## config.mk

```make
export PLATFORM = sky130hd
export DESIGN_NAME = bit_stuffing_byte_encoder
export DESIGN_NICKNAME = d
export VERILOG_FILES = /design/src/sv/bsbe_pkg.sv /design/src/sv/bsbe_front.sv /design/src/sv/bsbe_queue.sv /design/src/sv/bsbe_back.sv /design/src/sv/bit_stuffing_byte_encoder.sv
export SDC_FILE = /design/constraint.sdc
export NUM_CORES = 1
export LEC_CHECK = 0
export BUFFER_PORTS_ARGS = -buffer_cell sky130_fd_sc_hd__buf_2
export CORE_MARGIN = 10
export CORE_UTILIZATION = 60
export CTS_CLUSTER_SIZE = 30
export DETAILED_ROUTE_END_ITERATION = 6
export PLACE_DENSITY = 0.87
export SETUP_SLACK_MARGIN = 0.02
export SLEW_MARGIN = 10
export SYNTH_ARGS = -nofsm -noshare
export SYNTH_HDL_FRONTEND = slang
export SYNTH_SLANG_ARGS = --single-unit
```

## constraint.sdc

```tcl
create_clock -name clk -period 13.1 [get_ports clk]
set_clock_uncertainty 0.1 [all_clocks]
set_input_delay 1.31 -clock clk [delete_from_list [all_inputs] [get_ports clk]]
set_output_delay 1.31 -clock clk [all_outputs]
set_load 0.02 [all_outputs]
```

## src/sv/bsbe_pkg.sv

```systemverilog
// ----------------------------------------------------------------------------
// bsbe_pkg: shared types and constants for the bit-stuffing byte encoder
// Request and result payloads, the front-to-back command and the queue status.
// ----------------------------------------------------------------------------
package bsbe_pkg;

  localparam int unsigned ByteBits     = 8;
  localparam int unsigned RunLimit     = 3;
  // 8 data bits plus at most 3 stuffed zeros
  localparam int unsigned StuffBits    = 11;
  localparam int unsigned StuffLenBits = 4;
  localparam int unsigned CountBits    = 3;
  localparam int unsigned RunBits      = 2;
  localparam int unsigned QueueDepth   = 2;

  // request kinds
  localparam logic KIND_DATA  = 1'b0;
  localparam logic KIND_FLUSH = 1'b1;

  typedef struct packed {
    logic                kind;
    logic [ByteBits-1:0] in_byte;
  } in_t;

  typedef struct packed {
    logic [ByteBits-1:0] out_byte;
    logic                last;
  } out_t;

  // stuffed bits, left-aligned, with their count
  typedef struct packed {
    logic                    kind;
    logic [StuffBits-1:0]    bits;
    logic [StuffLenBits-1:0] len;
  } cmd_t;

  typedef struct packed {
    logic full;
    logic empty;
  } q_status_t;

endpackage

```

## src/sv/bsbe_front.sv

```systemverilog
// ----------------------------------------------------------------------------
// bsbe_front: request intake and bit stuffing
// Tracks the ones run and turns each data byte into a stuffed bit group.
// ----------------------------------------------------------------------------
module bsbe_front
  import bsbe_pkg::*;
(
  input  logic      clk,
  input  logic      rst,
  input  logic      item_valid,
  output logic      item_stall,
  input  in_t       item,
  input  q_status_t q_status,
  output logic      push,
  output cmd_t      cmd
);

  logic [RunBits-1:0]      ones_run;
  logic [RunBits-1:0]      ones_run_next;
  logic [RunBits-1:0]      run_scan;
  logic [StuffBits-1:0]    acc;
  logic [StuffLenBits-1:0] len;

  assign item_stall = q_status.full;
  assign push       = item_valid && !q_status.full;

  // Stuff one byte MSB first: a zero after every third one in a row
  always_comb begin
    run_scan = ones_run;
    acc      = '0;
    len      = '0;
    for (int i = ByteBits - 1; i >= 0; i--) begin
      acc = {acc[StuffBits-2:0], item.in_byte[i]};
      len = len + 1'b1;
      if (item.in_byte[i]) begin
        run_scan = run_scan + 1'b1;
      end else begin
        run_scan = '0;
      end
      if (run_scan == RunBits'(RunLimit)) begin
        acc      = {acc[StuffBits-2:0], 1'b0};
        len      = len + 1'b1;
        run_scan = '0;
      end
    end
  end

  // Command to the back end, bits left-aligned
  always_comb begin
    cmd.kind = item.kind;
    cmd.bits = acc << (StuffLenBits'(StuffBits) - len);
    cmd.len  = len;
  end

  // Flush clears the run
  always_comb begin
    if (item.kind == KIND_FLUSH) begin
      ones_run_next = '0;
    end else begin
      ones_run_next = run_scan;
    end
  end

  always_ff @(posedge clk) begin
    if (rst) begin
      ones_run <= '0;
    end else if (push) begin
      ones_run <= ones_run_next;
    end
  end

endmodule

```

## src/sv/bsbe_queue.sv

```systemverilog
// ----------------------------------------------------------------------------
// bsbe_queue: short command queue between front and back
// Register-based circular buffer, one push and one pop per cycle.
// ----------------------------------------------------------------------------
module bsbe_queue
  import bsbe_pkg::*;
#(
  parameter int unsigned DEPTH = QueueDepth
) (
  input  logic      clk,
  input  logic      rst,
  input  logic      push,
  input  cmd_t      push_cmd,
  input  logic      pop,
  output cmd_t      head,
  output q_status_t status
);

  localparam int unsigned PtrBits = (DEPTH > 1) ? $clog2(DEPTH) : 1;
  localparam int unsigned CntBits = $clog2(DEPTH + 1);

  cmd_t               entries [DEPTH];
  logic [PtrBits-1:0] wr_ptr;
  logic [PtrBits-1:0] rd_ptr;
  logic [CntBits-1:0] count;
  logic               do_push;
  logic               do_pop;

  assign status.full  = (count == CntBits'(DEPTH));
  assign status.empty = (count == '0);
  assign do_push      = push && !status.full;
  assign do_pop       = pop && !status.empty;
  assign head         = entries[rd_ptr];

  // Storage
  always_ff @(posedge clk) begin
    if (do_push) begin
      entries[wr_ptr] <= push_cmd;
    end
  end

  // Pointers and fill level
  always_ff @(posedge clk) begin
    if (rst) begin
      wr_ptr <= '0;
      rd_ptr <= '0;
      count  <= '0;
    end else begin
      if (do_push) begin
        wr_ptr <= (wr_ptr == PtrBits'(DEPTH - 1)) ? '0 : wr_ptr + 1'b1;
      end
      if (do_pop) begin
        rd_ptr <= (rd_ptr == PtrBits'(DEPTH - 1)) ? '0 : rd_ptr + 1'b1;
      end
      if (do_push && !do_pop) begin
        count <= count + 1'b1;
      end else if (do_pop && !do_push) begin
        count <= count - 1'b1;
      end
    end
  end

endmodule

```

## src/sv/bsbe_back.sv

```systemverilog
// ----------------------------------------------------------------------------
// bsbe_back: bit packing and result output
// Merges pending bits with data groups into one or two bytes; flush drains.
// ----------------------------------------------------------------------------
module bsbe_back
  import bsbe_pkg::*;
(
  input  logic      clk,
  input  logic      rst,
  input  cmd_t      head,
  input  q_status_t q_status,
  output logic      pop,
  output logic      result_valid,
  input  logic      result_stall,
  output out_t      result
);

  localparam int unsigned WordBits = ByteBits + StuffBits;
  localparam int unsigned TotBits  = 5;

  logic [ByteBits-1:0]  pend_bits;
  logic [CountBits-1:0] pend_cnt;
  logic                 hold_valid;
  logic [ByteBits-1:0]  hold_byte;
  logic                 can_load;
  logic [WordBits-1:0]  word;
  logic [TotBits-1:0]   total;
  logic                 two;

  assign can_load = !result_valid || !result_stall;
  assign pop      = can_load && !hold_valid && !q_status.empty;

  // Pending bits on top, new group right behind them
  always_comb begin
    word  = {pend_bits, {StuffBits{1'b0}}}
          | ({head.bits, {ByteBits{1'b0}}} >> pend_cnt);
    total = TotBits'(pend_cnt) + TotBits'(head.len);
    two   = (total >= TotBits'(2 * ByteBits));
  end

  always_ff @(posedge clk) begin
    if (rst) begin
      pend_bits    <= '0;
      pend_cnt     <= '0;
      hold_valid   <= 1'b0;
      result_valid <= 1'b0;
    end else if (can_load) begin
      if (hold_valid) begin
        // second byte of a data request
        result.out_byte <= hold_byte;
        result.last     <= 1'b1;
        result_valid    <= 1'b1;
        hold_valid      <= 1'b0;
      end else if (pop) begin
        if (head.kind == KIND_FLUSH) begin
          result.out_byte <= pend_bits;
          result.last     <= 1'b1;
          result_valid    <= (pend_cnt != '0);
          pend_bits       <= '0;
          pend_cnt        <= '0;
        end else begin
          result.out_byte <= word[WordBits-1 -: ByteBits];
          result.last     <= !two;
          result_valid    <= 1'b1;
          hold_valid      <= two;
          hold_byte       <= word[WordBits-ByteBits-1 -: ByteBits];
          if (two) begin
            pend_bits <= {word[WordBits-2*ByteBits-1:0],
                          {(3*ByteBits-WordBits){1'b0}}};
            pend_cnt  <= CountBits'(total - TotBits'(2 * ByteBits));
          end else begin
            pend_bits <= word[WordBits-ByteBits-1 -: ByteBits];
            pend_cnt  <= CountBits'(total - TotBits'(ByteBits));
          end
        end
      end else begin
        result_valid <= 1'b0;
      end
    end
  end

endmodule

```

## src/sv/bit_stuffing_byte_encoder.sv

```systemverilog
// ----------------------------------------------------------------------------
// bit_stuffing_byte_encoder: bit-stuffing encoder, byte in, bytes out
// Inserts a zero after three ones in a row and repacks the stream into bytes.
// ----------------------------------------------------------------------------
//  channel   handshake              payload
//  item      item_valid/item_stall  in_t   {kind, in_byte}
//  result    result_valid/stall     out_t  {out_byte, last}
//
//  A request is taken every cycle while the command queue has room.
//  A data request gives one or two result bytes, one per cycle from the
//  output register unless stalled; the second byte blocks new pops.
//  A result is registered in the queue, then in the output register.
//  Synchronous reset clears the run count, pending bits and queue.
//  Result stall backs up the queue, then raises item_stall.
// ----------------------------------------------------------------------------
module bit_stuffing_byte_encoder
  import bsbe_pkg::*;
#(
  parameter int unsigned QUEUE_DEPTH = QueueDepth
) (
  input  logic clk,
  input  logic rst,
  input  logic item_valid,
  output logic item_stall,
  input  in_t  item,
  output logic result_valid,
  input  logic result_stall,
  output out_t result
);

  q_status_t q_status;
  logic      push;
  logic      pop;
  cmd_t      push_cmd;
  cmd_t      head;

  bsbe_front u_front (
    .clk        (clk),
    .rst        (rst),
    .item_valid (item_valid),
    .item_stall (item_stall),
    .item       (item),
    .q_status   (q_status),
    .push       (push),
    .cmd        (push_cmd)
  );

  bsbe_queue #(
    .DEPTH (QUEUE_DEPTH)
  ) u_queue (
    .clk      (clk),
    .rst      (rst),
    .push     (push),
    .push_cmd (push_cmd),
    .pop      (pop),
    .head     (head),
    .status   (q_status)
  );

  bsbe_back u_back (
    .clk          (clk),
    .rst          (rst),
    .head         (head),
    .q_status     (q_status),
    .pop          (pop),
    .result_valid (result_valid),
    .result_stall (result_stall),
    .result       (result)
  );

endmodule

```

==> results.toml <==
[outcome]
status = "completed"

[sta]
fin_crit_sh_pct = 59.8
slew-limit-headroom_pct = 26.9
finalSetupTns_ns = 0
timing.final.max_slew_violations = 0
hold_viol = 0
max_freq_mhz = 128
measured_slew_at_the_worst_slew_check_pin_ns = 1.10
timing.final.crit_period_ns = 7.83
fin_hold_ws_ns = 0.414
setup_violations = 0
rsz0062_at_grt = "no"

[min_path]
hold_path_class = "register to register"

[job]
max_capacitance_violation_count = 0

[clock_network]
clk_pin_slew_ns = 0.08
cts-resized-gates = 0
ctsRootBufferMaster = "clkbuf_8"
clockBufferDepth = 2
cts_num_sinks = 69
cts-hold-fix-buffers = 0
tritoncts_buffer_count = 9
postCtsSetupRepairBufs = 0
clkLatencyLatePin_ns = 0.34
tritoncts = "done"
cts-htree-levels = 3

[placement]
dp_hpwl_um = 9210
port-buffer-count = 23
placed_cells = 702
gpl.final_weighted_congestion = 0.933

[critical_path]
critPathCaptureType = "register"
timing.reg2reg.worst_path_depth = 22
cp_data_required_time_ns = 13.09
crit_path_launch_type = "input pin"
timing.setup.critical_path_class = "input pin to register"
crit_path_start = "item[7]"
critical_path.reg2reg.endpoint = "u_queue.entries[1][8]"
critical_path_peak_fanout = 34
worst_setup_ep = "u_queue.entries[1][8]"
worstReg2RegStart = "u_front.ones_run[1]"
regToRegSetupSlack_ns = 6.04
worst_ep_arrival_time_ns = 7.82

[final_layout]
layout.nets = 647
stdcell_count = 718
fillerInstances = 700
area_growth_pct = 6.38
post_route_cells_drive_above_1_share_pct = 14.3
antenna_cells_inserted = 0
most-common-layout-cells = "56 x nand2_1, 56 x nor2_1, 49 x edfxtp_1, 43 x a21oi_1, 40 x o21ai_0"

[route]
routedWlPerCell_um = 17.2
total_number_of_vias = 4610
finalWirelength_um = 12400
detailedRoute.firstPassIterationCount = 5
drt_iter0_drc = 501
remaining_antenna_violation_count = 0
vias_per_cell = 6.42
post-route-drc-count = 0

[floorplan]
die_y_um = 115
core_area_um2 = 8760
die_w_um = 115
row_count = 34
die_area_um2 = 13200
effective_utilization_at_floorplan_pct = 61.8
floorplan.io_pins = 24

[synth]
synth_edf_count = 49
ys_seq_area_share_pct = 34.6
synthDominantCellAreaShare_pct = 27.2
yosys-top-cells-area = "edfxtp_1 27%, dfxtp_1 7.4%, ha_1 6.2%"
netlist_instances = 600
netlist-cell-type-count = 76
synth_top_area_cell = "edfxtp_1"
synth_area_um2 = 5420
syn_nets = 642
synth-warning-count = 0
syn-mean-instance-area_um2 = 9.03
synthesis_stage_register_bit_count = 69
asyncSetResetFlopFracSynth_pct = 0
synth_flop_cell = "edfxtp_1"

[power_and_ir_drop]
powerDensity_nw_per_um2 = 215
power.leakage_nw = 2.16
vdd.ir_drop.worst_v = 0.0000930

[grt]
grt.overflow.total = 0
number_of_antenna_violations_at_the_first_check_in_global_routing = 0
grt_max_degree = 35
grt_pass1_wl_um = 20500
overall_fraction_of_global_route_tracks_in_use_pct = 18.4
number_of_global_route_vias_before_repair = 4315
sequential cells by signal, indices dropped and copies added (netlist names), named ones only:
name,count
u_queue.count,2
u_back.result_valid,1
u_queue.entries,32
u_queue.wr_ptr,1
u_back.pend_bits,8
u_back.result,9
u_back.hold_byte,8
u_front.ones_run,2
u_back.pend_cnt,3
u_back.hold_valid,1
u_queue.rd_ptr,1
layer usage:
layer | track usage, % | vias to the layer above | routed length, µm
li1 | - | 2213 | -
met1 | 24.3 | 2193 | 5480
met2 | 30.7 | 187 | 5820
met3 | 3.28 | 17 | 910
met4 | 4.37 | 0 | 146
met5 | 0 | - | 0
worst max-delay path: stages:
cell and delay (ns):
buf_2 0.11, inv_1 0.10, o31a_1 0.28, ha_1 0.30, nor2b_1 0.15, ha_1 0.28, and2_1 0.18, ha_1 0.28
nand2_1 0.07, ha_1 0.27, nand2b_1 0.16, ha_1 0.28, nor2b_1 0.16, ha_1 0.91, inv_1 0.46, xnor2_1 0.27
buf_4 0.21, inv_2 0.10, ha_1 0.21, xor2_1 0.23, xnor2_2 0.18, nand4_1 0.12, xnor3_1 0.81, mux2_1 0.40
synth_stat cells, types with 3 or more instances:
master and instances:
a21oi_1 43, o21a_1 5, inv_1 29, a311oi_1 4, clkbuf_1 31, nor3_1 12, nand2_1 56, nand3b_1 5
a211oi_1 11, mux4_2 4, nor3_2 4, inv_2 3, mux2i_1 23, a22oi_1 10, o211ai_1 4, o21ai_0 40
mux2_2 14, nor2b_1 12, ha_1 27, or2_2 3, nand3_1 16, a31oi_1 6, nand2b_1 7, xor2_1 14
a221oi_1 3, xnor2_1 12, o31ai_1 3, nor2_1 56, or3_1 5, xnor2_2 3, and2_1 5, a32oi_1 6
dfxtp_1 20, edfxtp_1 49
stage by stage:
| step | worst slack (ns) | cell area, µm² | utilization (%) | total power, mW |
|---|---|---|---|---|
| finish | 5.27 | 5760 | 65.7 | 1.24 |
| global route | 4.77 | 5760 | 65.7 | 1.33 |
| CTS | 5.28 | 5760 | 65.7 | 1.23 |
| detailed placement | 4.93 | 5560 | 63.5 | 1.06 |
| global placement | 5.07 | 5560 | 63.5 | 1.03 |
| floorplan | 6.38 | 5420 | - | 0.930 |
area by class of cell:
type | count | area (µm²) | share of cell area [%]
flip-flops and latches | 69 | 1870 | 32.5
multi-input cells | 463 | 3270 | 56.8
inverters | 33 | 124 | 2.15
clock inverters | 7 | 73.8 | 1.28
repair buffers | 29 | 160 | 2.78
clock buffers | 9 | 124 | 2.15
well taps | 108 | 135 | 2.35
worst min-delay path by stage:
stage                   startpoint                  end  slack (ns)  cells past startpoint
5_1_grt        u_back.pend_bits[1]  u_back.pend_bits[1]        0.45                      2
6_report       u_back.pend_bits[1]  u_back.pend_bits[1]        0.41                      2
4_1_cts        u_back.pend_bits[1]  u_back.pend_bits[1]        0.42                      2
2_1_floorplan  u_back.pend_bits[0]  u_back.pend_bits[0]        0.35                      2
3_3_place_gp   u_back.pend_bits[0]  u_back.pend_bits[0]        0.37                      2
3_5_place_dp   u_back.pend_bits[0]  u_back.pend_bits[0]        0.40                      2
where the power goes:
part           leakage (nW)  internal, mW  switching (mW)
Clock                 0.100        0.0888          0.0830
Sequential            0.625         0.343          0.0492
Combinational          1.43         0.269           0.404
Total                  2.16         0.701           0.536
kinds of logic (layout without fill, tap and decap cells):
| logic type | count (synthesis) | after routing | share of synthesized area (%) |
|---|---|---|---|
| xor gates and xnor gates | 35 | 35 | 7.44 |
| buffers and inverters | 68 | 78 | 5.01 |
| muxes | 42 | 42 | 9.03 |
| AOI/OAI and AO/OA | 161 | 161 | 19.2 |
| and+or+nand+nor | 196 | 196 | 17.7 |
| DFF | 69 | 69 | 34.6 |
| adders and majority gates | 29 | 29 | 6.98 |
(Power assumes the default switching activity.)
